[config.mk]
export PLATFORM = sky130hd
export DESIGN_NAME = sorted_id_index_table_top
export DESIGN_NICKNAME = d
export VERILOG_FILES = /design/src/rtl/sidt_pkg.sv /design/src/rtl/sidt_mem.sv /design/src/rtl/sorted_id_index_table_top.sv
export VERILOG_INCLUDE_DIRS = /design/src /design/src/rtl
export SDC_FILE = /design/constraint.sdc
export NUM_CORES = 1
export LEC_CHECK = 0
export BUFFER_PORTS_ARGS = -buffer_cell sky130_fd_sc_hd__buf_2
export CAP_MARGIN = 20
export CORE_ASPECT_RATIO = 0.9
export CORE_MARGIN = 2
export CORE_UTILIZATION = 45
export CTS_CLUSTER_DIAMETER = 120
export DETAILED_ROUTE_END_ITERATION = 7
export PLACE_DENSITY = 0.63
export SYNTH_ARGS = -nofsm -noshare
export SYNTH_HDL_FRONTEND = slang
export SYNTH_SLANG_ARGS = --single-unit
export TNS_END_PERCENT = 30
[constraint.sdc]
create_clock -name clk_i -period 4.7 [get_ports clk_i]
set_input_delay 0.235 -clock clk_i [delete_from_list [all_inputs] [get_ports clk_i]]
set_output_delay 0.235 -clock clk_i [all_outputs]
set_load 0.05 [all_outputs]
[src/rtl/assert_macros.svh]
// Assertion macros used by the top level RTL file of the sorted id index table.
`ifndef ASSERT_MACROS_SVH
`define ASSERT_MACROS_SVH

`ifndef SYNTH

// Property holds at every clock edge out of reset.
`define ASSERT_ALWAYS(lbl, prop, msg) \
  lbl: assert property (@(posedge clk_i) disable iff (!rst_ni) (prop)) else $error(msg);

// Consequent holds in the same cycle as the antecedent.
`define ASSERT_IMPL(lbl, ante, cons, msg) \
  lbl: assert property (@(posedge clk_i) disable iff (!rst_ni) (ante) |-> (cons)) \
    else $error(msg);

// Consequent holds in the cycle after the antecedent.
`define ASSERT_NEXT(lbl, ante, cons, msg) \
  lbl: assert property (@(posedge clk_i) disable iff (!rst_ni) (ante) |=> (cons)) \
    else $error(msg);

`else

`define ASSERT_ALWAYS(lbl, prop, msg)
`define ASSERT_IMPL(lbl, ante, cons, msg)
`define ASSERT_NEXT(lbl, ante, cons, msg)

`endif

`endif

[src/rtl/sidt_pkg.sv]
// Types and constants of the sorted id index table.
package sidt_pkg;

  localparam int ID_W     = 16;
  localparam int SIZE_W   = 17;
  localparam int STATUS_W = 2;
  localparam int POS_W    = 4;
  localparam int COUNT_W  = 5;

  localparam logic [SIZE_W-1:0] MAX_SIZE_RESET = 17'h10000;  // 64 KiB

  localparam logic OP_UPSERT = 1'b0;
  localparam logic OP_DELETE = 1'b1;

  typedef enum logic [STATUS_W-1:0] {
    STAT_OK        = 2'd0,
    STAT_INVALID   = 2'd1,
    STAT_FULL      = 2'd2,
    STAT_NOT_FOUND = 2'd3
  } status_e;

  typedef enum logic [1:0] {
    S_IDLE,
    S_SCAN,
    S_SHIFT,
    S_DONE
  } state_e;

  typedef struct packed {
    logic [ID_W-1:0]   id;
    logic [SIZE_W-1:0] size;
  } entry_t;

endpackage

[src/rtl/sidt_mem.sv]
// Entry memory: one write port, one read port, registered read data.
module sidt_mem #(
  parameter int DEPTH = 16
) (
  input  logic                       clk_i,
  input  logic                       wr_en_i,
  input  logic [$clog2(DEPTH)-1:0]   wr_addr_i,
  input  sidt_pkg::entry_t           wr_data_i,
  input  logic                       rd_en_i,
  input  logic [$clog2(DEPTH)-1:0]   rd_addr_i,
  output sidt_pkg::entry_t           rd_data_o
);
  import sidt_pkg::*;

  entry_t mem_q [DEPTH];
  entry_t rd_data_q;

  always_ff @(posedge clk_i) begin
    if (wr_en_i) begin
      mem_q[wr_addr_i] <= wr_data_i;
    end
  end

  always_ff @(posedge clk_i) begin
    if (rd_en_i) begin
      rd_data_q <= mem_q[rd_addr_i];
    end
  end

  assign rd_data_o = rd_data_q;

endmodule

[src/rtl/sorted_id_index_table_top.sv]
// Top level of the sorted id index table: request sequencer around the entry memory.
//
//  channel   dir  handshake                 payload
//  --------  ---  ------------------------  ------------------------------------
//  cfg       in   cfg_we_i (no wait)        cfg_wdata_i = max_item_size
//  request   in   in_valid_i / in_ready_o   op_i, item_id_i, item_size_i
//  result    out  out_valid_o / out_ready_i status_o, position_o, entry_count_o
//
// One request at a time; a rejected upsert skips the scan and goes straight to the output register.
// Others scan one entry per cycle from slot 0 to the first id not below the request,
// move the entries above that slot one per cycle, then load the output register.
// Reset empties the table and sets the limit to 64 KiB; no clearing pass is needed.
// A finished request stalls in its last state while the output register is full.
`include "assert_macros.svh"

module sorted_id_index_table_top #(
  parameter int MAX_ENTRIES = 16
) (
  input  logic                          clk_i,
  input  logic                          rst_ni,
  input  logic                          cfg_we_i,
  input  logic [sidt_pkg::SIZE_W-1:0]   cfg_wdata_i,
  input  logic                          in_valid_i,
  output logic                          in_ready_o,
  input  logic                          op_i,
  input  logic [sidt_pkg::ID_W-1:0]     item_id_i,
  input  logic [sidt_pkg::SIZE_W-1:0]   item_size_i,
  output logic                          out_valid_o,
  input  logic                          out_ready_i,
  output logic [sidt_pkg::STATUS_W-1:0] status_o,
  output logic [sidt_pkg::POS_W-1:0]    position_o,
  output logic [sidt_pkg::COUNT_W-1:0]  entry_count_o
);
  import sidt_pkg::*;

  localparam int IDX_W = $clog2(MAX_ENTRIES);
  localparam int CNT_W = $clog2(MAX_ENTRIES + 1);
  localparam logic [CNT_W-1:0] FULL_CNT = CNT_W'(MAX_ENTRIES);

  // Control state
  state_e            state_q, state_d;
  logic [CNT_W-1:0]  count_q, count_d;
  logic [SIZE_W-1:0] max_size_q, max_size_d;
  logic              pend_q, pend_d;      // a read issued last cycle returns now
  logic              out_valid_q, out_valid_d;

  // Request and working registers
  logic              op_q, op_d;
  logic [ID_W-1:0]   id_q, id_d;
  logic [SIZE_W-1:0] size_q, size_d;
  logic [CNT_W-1:0]  scan_q, scan_d;      // next slot to read during the scan
  logic [IDX_W-1:0]  pend_idx_q, pend_idx_d;
  logic [CNT_W-1:0]  pos_q, pos_d;
  logic [IDX_W-1:0]  rp_q, rp_d;          // shift read pointer
  logic [CNT_W-1:0]  rem_q, rem_d;        // entries still to read for the shift
  status_e           res_status_q, res_status_d;

  // Output register
  status_e            out_status_q, out_status_d;
  logic [POS_W-1:0]   out_pos_q, out_pos_d;
  logic [COUNT_W-1:0] out_count_q, out_count_d;

  // Memory port
  logic             mem_wr_en, mem_rd_en;
  logic [IDX_W-1:0] mem_wr_addr, mem_rd_addr;
  entry_t           mem_wr_data, mem_rd_data;

  // Scan decision
  logic             scan_stop, scan_end, scan_done, scan_hit;
  logic [CNT_W-1:0] scan_pos;

  sidt_mem #(
    .DEPTH(MAX_ENTRIES)
  ) u_mem (
    .clk_i    (clk_i),
    .wr_en_i  (mem_wr_en),
    .wr_addr_i(mem_wr_addr),
    .wr_data_i(mem_wr_data),
    .rd_en_i  (mem_rd_en),
    .rd_addr_i(mem_rd_addr),
    .rd_data_o(mem_rd_data)
  );

  // Table is ascending, so the first id not below the request ends the search.
  assign scan_stop = pend_q && (mem_rd_data.id >= id_q);
  assign scan_end  = !pend_q && (scan_q == count_q);
  assign scan_done = scan_stop || scan_end;
  assign scan_hit  = scan_stop && (mem_rd_data.id == id_q);
  assign scan_pos  = scan_stop ? CNT_W'(pend_idx_q) : count_q;

  always_comb begin
    state_d      = state_q;
    count_d      = count_q;
    max_size_d   = max_size_q;
    pend_d       = pend_q;
    out_valid_d  = out_valid_q;
    op_d         = op_q;
    id_d         = id_q;
    size_d       = size_q;
    scan_d       = scan_q;
    pend_idx_d   = pend_idx_q;
    pos_d        = pos_q;
    rp_d         = rp_q;
    rem_d        = rem_q;
    res_status_d = res_status_q;
    out_status_d = out_status_q;
    out_pos_d    = out_pos_q;
    out_count_d  = out_count_q;
    mem_wr_en    = 1'b0;
    mem_wr_addr  = pos_q[IDX_W-1:0];
    mem_wr_data  = entry_t'{id: id_q, size: size_q};
    mem_rd_en    = 1'b0;
    mem_rd_addr  = scan_q[IDX_W-1:0];
    in_ready_o   = 1'b0;

    if (cfg_we_i) begin
      max_size_d = cfg_wdata_i;
    end
    if (out_valid_q && out_ready_i) begin
      out_valid_d = 1'b0;
    end

    case (state_q)
      S_IDLE: begin
        in_ready_o = 1'b1;
        if (in_valid_i) begin
          op_d   = op_i;
          id_d   = item_id_i;
          size_d = item_size_i;
          scan_d = '0;
          pend_d = 1'b0;
          if (op_i == OP_UPSERT && (item_id_i == '0 || item_size_i == '0 ||
                                    item_size_i > max_size_q)) begin
            res_status_d = STAT_INVALID;
            pos_d        = '0;
            state_d      = S_DONE;
          end else begin
            state_d = S_SCAN;
          end
        end
      end

      S_SCAN: begin
        if (scan_done) begin
          pos_d        = scan_pos;
          res_status_d = STAT_OK;
          pend_d       = 1'b0;
          if (op_q == OP_UPSERT) begin
            if (scan_hit) begin
              // size update in place
              mem_wr_en   = 1'b1;
              mem_wr_addr = scan_pos[IDX_W-1:0];
              state_d     = S_DONE;
            end else if (count_q == FULL_CNT) begin
              res_status_d = STAT_FULL;
              pos_d        = '0;
              state_d      = S_DONE;
            end else begin
              rem_d   = count_q - scan_pos;
              rp_d    = IDX_W'(count_q - CNT_W'(1));
              state_d = S_SHIFT;
            end
          end else begin
            if (scan_hit) begin
              rem_d   = count_q - scan_pos - CNT_W'(1);
              rp_d    = IDX_W'(scan_pos + CNT_W'(1));
              state_d = S_SHIFT;
            end else begin
              res_status_d = STAT_NOT_FOUND;
              pos_d        = '0;
              state_d      = S_DONE;
            end
          end
        end else if (scan_q != count_q) begin
          mem_rd_en   = 1'b1;
          mem_rd_addr = scan_q[IDX_W-1:0];
          scan_d      = scan_q + CNT_W'(1);
          pend_d      = 1'b1;
          pend_idx_d  = scan_q[IDX_W-1:0];
        end else begin
          pend_d = 1'b0;
        end
      end

      S_SHIFT: begin
        // Read one slot, write the previous read one slot over. Read and write
        // addresses are always two apart, so no forwarding is needed.
        if (pend_q) begin
          mem_wr_en   = 1'b1;
          mem_wr_addr = (op_q == OP_UPSERT) ? pend_idx_q + IDX_W'(1)
                                            : pend_idx_q - IDX_W'(1);
          mem_wr_data = mem_rd_data;
        end
        if (rem_q != '0) begin
          mem_rd_en   = 1'b1;
          mem_rd_addr = rp_q;
          rp_d        = (op_q == OP_UPSERT) ? rp_q - IDX_W'(1) : rp_q + IDX_W'(1);
          rem_d       = rem_q - CNT_W'(1);
          pend_d      = 1'b1;
          pend_idx_d  = rp_q;
        end else if (!pend_q) begin
          if (op_q == OP_UPSERT) begin
            mem_wr_en   = 1'b1;
            mem_wr_addr = pos_q[IDX_W-1:0];
            count_d     = count_q + CNT_W'(1);
          end else begin
            count_d = count_q - CNT_W'(1);
          end
          state_d = S_DONE;
        end else begin
          pend_d = 1'b0;
        end
      end

      S_DONE: begin
        if (!out_valid_q || out_ready_i) begin
          out_valid_d  = 1'b1;
          out_status_d = res_status_q;
          out_pos_d    = POS_W'(pos_q);
          out_count_d  = COUNT_W'(count_q);
          state_d      = S_IDLE;
        end
      end

      default: begin
        state_d = S_IDLE;
      end
    endcase
  end

  always_ff @(posedge clk_i or negedge rst_ni) begin
    if (!rst_ni) begin
      state_q     <= S_IDLE;
      count_q     <= '0;
      max_size_q  <= MAX_SIZE_RESET;
      pend_q      <= 1'b0;
      out_valid_q <= 1'b0;
    end else begin
      state_q     <= state_d;
      count_q     <= count_d;
      max_size_q  <= max_size_d;
      pend_q      <= pend_d;
      out_valid_q <= out_valid_d;
    end
  end

  always_ff @(posedge clk_i) begin
    op_q         <= op_d;
    id_q         <= id_d;
    size_q       <= size_d;
    scan_q       <= scan_d;
    pend_idx_q   <= pend_idx_d;
    pos_q        <= pos_d;
    rp_q         <= rp_d;
    rem_q        <= rem_d;
    res_status_q <= res_status_d;
    out_status_q <= out_status_d;
    out_pos_q    <= out_pos_d;
    out_count_q  <= out_count_d;
  end

  assign out_valid_o   = out_valid_q;
  assign status_o      = out_status_q;
  assign position_o    = out_pos_q;
  assign entry_count_o = out_count_q;

  `ASSERT_ALWAYS(a_count_bound, count_q <= FULL_CNT, "entry count above depth")
  `ASSERT_IMPL(a_no_same_slot, mem_wr_en && mem_rd_en, mem_wr_addr != mem_rd_addr, "slot clash")
  `ASSERT_ALWAYS(a_count_at_shift_end, (count_q == $past(count_q)) || ($past(state_q) == S_SHIFT), "count moved")
  `ASSERT_NEXT(a_accept_leaves_idle, in_valid_i && in_ready_o, state_q != S_IDLE, "request not taken")

endmodule

Word level (Yosys, flattened, before mapping)
Memory sizes are Yosys's and may differ from the RTL's. A register that Yosys moved wholly into a read port is not among the register bits.
Cells that the tools add are included.
{"block": "classes", "add_sub_neg": 11, "bitwise_logic": 3, "mux": 85, "n_reduce_logical": 27, "n_lt_le_gt_ge": 2, "n_eq_ne": 19}
{"operator": "$mux W4", "count": 27}
{"operator": "$mux W33", "count": 2}
{"operator": "$mux W5", "count": 11}
{"operator": "$pmux W4 S2", "count": 4}
{"operator": "$mux W2", "count": 14}
{"operator": "$mux W1", "count": 20}
{"operator": "$pmux W5 S2", "count": 2}
{"operator": "$ne A2 B2 Y1 const B", "count": 9}
{"operator": "$gt A17 B17 Y1", "count": 1}
{"operator": "$logic_not A17 Y1", "count": 1}
{"operator": "$eq A16 B16 Y1", "count": 1}
{"operator": "$ge A16 B16 Y1", "count": 1}
{"operator": "$logic_not A16 Y1", "count": 1}
{"operator": "$sub A5 B1 Y5 const B", "count": 3}
{"operator": "$add A4 B1 Y4 const B", "count": 3}
{"operator": "$reduce_and A4 Y1", "count": 3}
{"operator": "$add A5 B1 Y5 const B", "count": 2}
{"operator": "$ne A3 B3 Y1 const B", "count": 3}
{"operator": "$pmux W2 S4", "count": 1}
{"operator": "$sub A4 B1 Y4 const B", "count": 2}
{"operator": "$reduce_and A2 Y1", "count": 3}
{"operator": "$reduce_and A6 Y1", "count": 1}
{"operator": "$eq A5 B5 Y1", "count": 1}
{"operator": "$eq A5 B5 Y1 const B", "count": 1}
{"operator": "17 further kinds", "count": 30}
{"block": "word_totals", "register_bits": 95, "word_cells": 165, "inputBits": 56, "n_memories": 1, "out_inout_bits": 13, "mem_bits_rw": 528}
{"name": "u_mem.mem_q", "depth": 16, "word_bits": 33, "rd": 1, "rd_ports_with_merged_regs": 1, "wr": 1, "line_no": "sidt_mem.sv:15", "source": "entry_t mem_q [DEPTH];"}

Depth between registers and ports, before layout
{"block": "logic_depth", "ltp_word": 9, "mapped_depth": 17}

Modules after synthesis
Synthesis repeated with hierarchy kept, for this count alone.
{"block": "hier_totals", "hier_cells": 1411, "hier_area_um2": 26909.6}
{"mod": "sidt_mem", "cells_each": 864, "instances": 1, "area_per_inst_um2": 20960.1, "seq_area_each_um2": 16846.2}
{"mod": "sorted_id_index_table_top", "cells_each": 547, "instances": 1, "area_per_inst_um2": 5949.5, "seq_area_each_um2": 2723.9}

Worst setup path before layout
OpenSTA, ideal clock, no wires.
{"block": "synth_timing", "kind": "flip-flop to flip-flop", "from": "register u_mem.rd_data_o[27] (netlist name)", "to": "register rem_q[4] (data pin)", "required_time_ns": 4.446, "period_less_slack_ns": 4.089, "setup_slack_ns": 0.611, "setup_time_ns": 0.254, "path_stages_with_launch": 17, "t_arrival_ns": 3.835, "cell_sequence": "edfxtp_1 ha_1 nand4_1 or4_4 or4_1 o211ai_2 nand2_4 mux2i_1 ha_1 inv_1 fa_1 inv_1 ha_1 nand2_1 nor3b_1 xnor3_1 a21bo_1"}
{"block": "synth_between", "elab_chain_cells": 9, "elab_cells_between_ends": 11}
{"item": "$ge A16 B16 Y1 *", "line_no": "sorted_id_index_table_top.sv:85", "source": "assign scan_stop = pend_q && (mem_rd_data.id >= id_q);"}
{"item": "$logic_and A1 B1 Y1 *", "line_no": "sorted_id_index_table_top.sv:85"}
{"item": "$mux W5 *", "line_no": "sorted_id_index_table_top.sv:89", "source": "assign scan_pos = scan_stop ? CNT_W'(pend_idx_q) : count_q;"}
{"item": "$sub A5 B5 Y5 *", "line_no": "sorted_id_index_table_top.sv:159, sorted_id_index_table_top.sv:165"}
{"item": "$sub A5 B1 Y5 or $mux W5 (tied branches)", "line_no": "sorted_id_index_table_top.sv:165, sorted_id_index_table_top.sv:154"}
{"item": "$mux W5, on equally long branches", "line_no": "sorted_id_index_table_top.sv:164, sorted_id_index_table_top.sv:149"}
{"item": "$mux W5 *", "line_no": "sorted_id_index_table_top.sv:148", "source": "if (op_q == OP_UPSERT) begin"}
{"item": "$mux W5 *", "line_no": "sorted_id_index_table_top.sv:144", "source": "if (scan_done) begin"}
{"item": "$pmux W5 S2 *", "line_no": "sorted_id_index_table_top.sv:123", "source": "case (state_q)"}
{"item": "net rem_d[4]", "line_no": "sorted_id_index_table_top.sv:55", "source": "logic [CNT_W-1:0] rem_q, rem_d;"}
{"item": "end signal, assigned", "line_no": "sorted_id_index_table_top.sv:255", "source": "rem_q <= rem_d;"}
{"item": "end, declared", "line_no": "sorted_id_index_table_top.sv:55"}
Mark *: on every way through the listed nets, which the timed path passes. The rest lies on a longest branch. The select of a mux whose other input is x is not followed.
A chain may end at the register's enable or synchronous reset.

Final worst setup path
{"block": "layout_timing", "from": "register u_mem.rd_data_o[30] (netlist name)", "to": "register rem_q[4] (data pin)"}
{"block": "layout_between", "elab_chain_cells": 9, "elab_cells_between_ends": 11}
{"item": "$ge A16 B16 Y1 *", "line_no": "sorted_id_index_table_top.sv:85"}
{"item": "$logic_and A1 B1 Y1 *", "line_no": "sorted_id_index_table_top.sv:85"}
{"item": "$mux W5 *", "line_no": "sorted_id_index_table_top.sv:89"}
{"item": "$sub A5 B5 Y5 *", "line_no": "sorted_id_index_table_top.sv:159, sorted_id_index_table_top.sv:165"}
{"item": "$sub A5 B1 Y5 or $mux W5 (tied branches)", "line_no": "sorted_id_index_table_top.sv:165, sorted_id_index_table_top.sv:154"}
{"item": "$mux W5, on equally long branches", "line_no": "sorted_id_index_table_top.sv:164, sorted_id_index_table_top.sv:149"}
{"item": "$mux W5 *", "line_no": "sorted_id_index_table_top.sv:148"}
{"item": "$mux W5 *", "line_no": "sorted_id_index_table_top.sv:144"}
{"item": "$pmux W5 S2 *", "line_no": "sorted_id_index_table_top.sv:123"}
{"item": "net rem_d[4]", "line_no": "sorted_id_index_table_top.sv:55"}
Marks and branches as above.

==> flow_metrics.env <==
export IMPL_status="finished, final reports clean"
export IMPL_multi_input_area_mm2=0.00479
export IMPL_grt_max_degree=38
export IMPL_dpl_worst_slack_ps=163
export IMPL_grt_first_pass_wirelength_mm=55.8
export IMPL_vias_per_cell=5.55
export IMPL_start_util_pct=45.6
export IMPL_cts_tree="built"
export IMPL_nets=1313
export IMPL_arrival_ps=4670
export IMPL_finalClockSkew_ps=11.5
export IMPL_wirelength_mm=36.6
export IMPL_dieArea_mm2=0.0359
export IMPL_dpl_hpwl_mm=23.3
export IMPL_p_leak_uw=0.00686
export IMPL_p_int_uw=7500
export IMPL_area_growth_pct=17.0
export IMPL_max_slew_worst_pin_slew_ps=1090
export IMPL_routabilityCongestion=0.852
export IMPL_num_rows=64
export IMPL_hold_viol=0
export IMPL_drt_pass1_iterations=6
export IMPL_clkTransAtPathRegs_ps=60
export IMPL_yosys_register_bits=350
export IMPL_slew_violations=0
export IMPL_yosys_warnings=0
export IMPL_n_antenna_cell=0
export IMPL_clkPwrFrac_pct=22.3
export IMPL_p_sw_share_pct=36.5
export IMPL_hold_class="in2reg"
export IMPL_ctsRootBufferMaster="clkbuf_16"
export IMPL_n_fill_cell=2809
export IMPL_cts_sinks=350
export IMPL_synth_ff_type="edfxtp_1"
export IMPL_numCtsBuffers=37
export IMPL_power_switching_uw=4320
export IMPL_drc=0
export IMPL_pwr_share_seq_pct=37.8
export IMPL_clockBufferDepth=3
export IMPL_layout_setup_ws_ps=294
export IMPL_antenna_found_initial=1
export IMPL_drt_initial_drc_count=739
export IMPL_finalPower_uw=11800
export IMPL_dp_cells=1589
export IMPL_grt_pass1_vias=9273
export IMPL_postRouteAntennaNets=0
export IMPL_avgSynthCellArea_um2=14.7
export IMPL_layout_min_cycle_time_ps=4410
export IMPL_num_vias=9378
export IMPL_clk_latency_ps=520
export IMPL_finalSetupViolations=0
export IMPL_register_area_mm2=0.0104
export IMPL_avgRoutedWirePerCell_um=21.7
export IMPL_crit_required_ps=4970
export IMPL_drive_gt1_share_pct=16.8
export IMPL_synth_edf_count=324
export IMPL_cp_max_fo=8
export IMPL_die_x_um=199
export IMPL_start_kind="flop"
export IMPL_postLayoutCellArea_mm2=0.0181
export IMPL_grt_ovfl_total=0
export IMPL_syn_inst=1054
export IMPL_track_usage_pct=20.8
export IMPL_power_density_mw_per_mm2=653
export IMPL_slew_headroom_pct=26.9
export IMPL_max_freq_ghz=0.227
export IMPL_placed_area_mm2=0.0167
export IMPL_finalNonFillerCells=1691
export IMPL_tns_ps=0
export IMPL_synthArstFlopShare_pct=7.43
export IMPL_finalCritPeriodShare_pct=93.8
export IMPL_end_kind="flop"
export IMPL_combPwrFrac_pct=39.8
export IMPL_htreeDepth=2
export IMPL_path_class="reg2reg"
export IMPL_fp_dieH_um=180
export IMPL_synth_area_mm2=0.0155
export IMPL_syn_nets=1165
export IMPL_ir_drop_mv=0.284
export IMPL_seq_area_frac_synth_pct=67.1
export IMPL_io_pins=69
export IMPL_port_buffers=68
export IMPL_synth_cell_type_count=64
export IMPL_rsz0062_at_grt="no"
export IMPL_drv_cap=0
export IMPL_core_area_mm2=0.0340
[sequential cells by signal, summed over array words and instances (netlist names)]
register,count
u_mem.mem_q,256
out_valid_o,1
op_q,1
pend_q,1
position_o,4
state_q,2
status_o,2
scan_q,5
entry_count_o,5
pend_idx_q,4
u_mem.rd_data_o,16
rem_q,5
rp_q,4
max_size_q,17
res_status_q,2
id_q,16
count_q,5
pos_q,4
[Yosys cell counts, types with 2 or more instances]
cell type / number / area (um2)
a211oi_1: 2 / 15.0
a21boi_0: 3 / 22.5
a21o_1: 8 / 60.1
a21oi_1: 25 / 125
a221o_1: 2 / 20.0
a221oi_1: 3 / 26.3
a31oi_1: 3 / 18.8
and2_1: 4 / 25.0
and4_1: 3 / 26.3
buf_1: 3 / 11.3
buf_2: 18 / 90.1
buf_4: 4 / 30.0
clkbuf_1: 15 / 56.3
clkinv_1: 3 / 11.3
dfrtp_1: 25 / 626
edfxtp_1: 324 / 9730
fa_1: 3 / 60.1
ha_1: 52 / 651
inv_1: 50 / 188
mux2_2: 22 / 248
mux2i_1: 139 / 1390
nand2_1: 59 / 221
nand2b_1: 8 / 50.1
nand3_1: 17 / 85.1
nand3b_1: 3 / 22.5
nand4_1: 5 / 31.3
nor2_1: 39 / 146
nor2b_1: 8 / 50.1
nor3_1: 12 / 60.1
nor4_1: 9 / 56.3
o2111a_1: 2 / 22.5
o21ai_0: 38 / 190
o22ai_1: 65 / 407
o31ai_1: 2 / 15.0
o32a_1: 2 / 20.0
o41ai_1: 2 / 17.5
or4_1: 17 / 128
xnor2_1: 15 / 131
xor2_1: 15 / 131
[cells in the final DEF (no fill, tap or decap), drive strengths merged, types with 35 or more instances in the layout]
master	instances
dlygate4sd3	35
ha	52
o21ai	38
inv	52
mux2i	139
nand2	60
edfxtp	324
o22ai	65
buf	114
clkbuf	45
nor2	39
[worst paths after layout]
path	from	end	slack [ps]	cells after the start
worst max-delay path	u_mem.rd_data_o[30]$_DFFE_PP_	rem_q[4]$_DFFE_PP_	290	16
worst min-delay path	out_ready_i	out_valid_o$_DFF_PN0_	110	3
worst max register to register	u_mem.rd_data_o[30]$_DFFE_PP_	rem_q[4]$_DFFE_PP_	290	16
worst min register to register	res_status_q[0]$_SDFFCE_PN1P_	status_o[0]$_DFFE_PP_	420	0
max in group asynchronous	rst_ni	out_valid_o$_DFF_PN0_	4020	2
min in group asynchronous	rst_ni	max_size_q[9]$_DFFE_PN0P_	270	2
[worst max-delay path, cell delays in order, from the launching register on]
cell and delay (ps):
edfxtp_1 400, ha_1 310, nand4_1 210, or4_4 490, or4_1 470, o211ai_4 150
nand2_4 150, mux2i_4 270, ha_1 190, inv_1 80, fa_1 450, inv_1 80
ha_1 140, nand2_1 80, nor3b_1 240, xnor3_1 240, a21bo_1 190
[through the flow]
| step | hold slack, ps | util [%] |
|---|---|---|
| final | 107 | 53.3 |
| after global routing | 120 | 53.3 |
| after CTS | 113 | 53.2 |
| after detailed placement | 295 | 49.0 |
| after global placement | 287 | 49.0 |
| after floorplan | -60.6 | - |
[power groups by stage]
stage / registers [uW] / clock network (uW) / logic (uW)
floorplan: 4510 / 0 / 3110
global placement: 4510 / 0 / 4580
detailed placement: 4530 / 0 / 4620
CTS: 4470 / 2690 / 4660
global route: 4520 / 2840 / 5130
finish: 4470 / 2640 / 4710
[layer usage]
metal / up-vias / wire (um) / part of all wire [%] / GRT usage [%]
li1: 4362 / - / - / -
met1: 4683 / 16800 / 46 / 30.3
met2: 282 / 16900 / 46 / 32.5
met3: 49 / 2460 / 6.7 / 3.83
met4: 2 / 524 / 1.4 / 4.50
met5: - / 13 / 0.035 / 0
[area by class of cell]
| class | instances | share of cell area (%) |
|---|---|---|
| multi-input combinational | 611 | 26.5 |
| timing repair buffer | 149 | 6.00 |
| clock buffer | 45 | 5.28 |
| clock inverter | 21 | 0.663 |
| inverter | 53 | 1.10 |
| tap | 462 | 3.19 |
| sequential | 350 | 57.3 |
[cell families (layout without fill, tap and decap cells)]
kind of cell             count (synthesis)  in the layout  synth area share (%)
multiplexers                           161            161                  10.6
XOR/XNOR                                31             31                  1.84
flip-flops                             350            350                  67.1
buffers and inverters                   93            268                  2.50
adder cells (fa/ha/maj)                 55             55                  4.59
AO/OA/AOI/OAI                          171            171                  7.04
AND/OR/NAND/NOR                        193            193                  6.36
[what timing repair did]
| item | in CTS | in global routing |
|---|---|---|
| setup buffers | 0 | 1 |
| hold buffers | 35 | 0 |
| endpoints found under the hold margin | 59 | 0 |
| resized for setup | 0 | 4 |
| endpoints found under the setup margin | 0 | 1 |
Power figures use the tool's default switching activity.
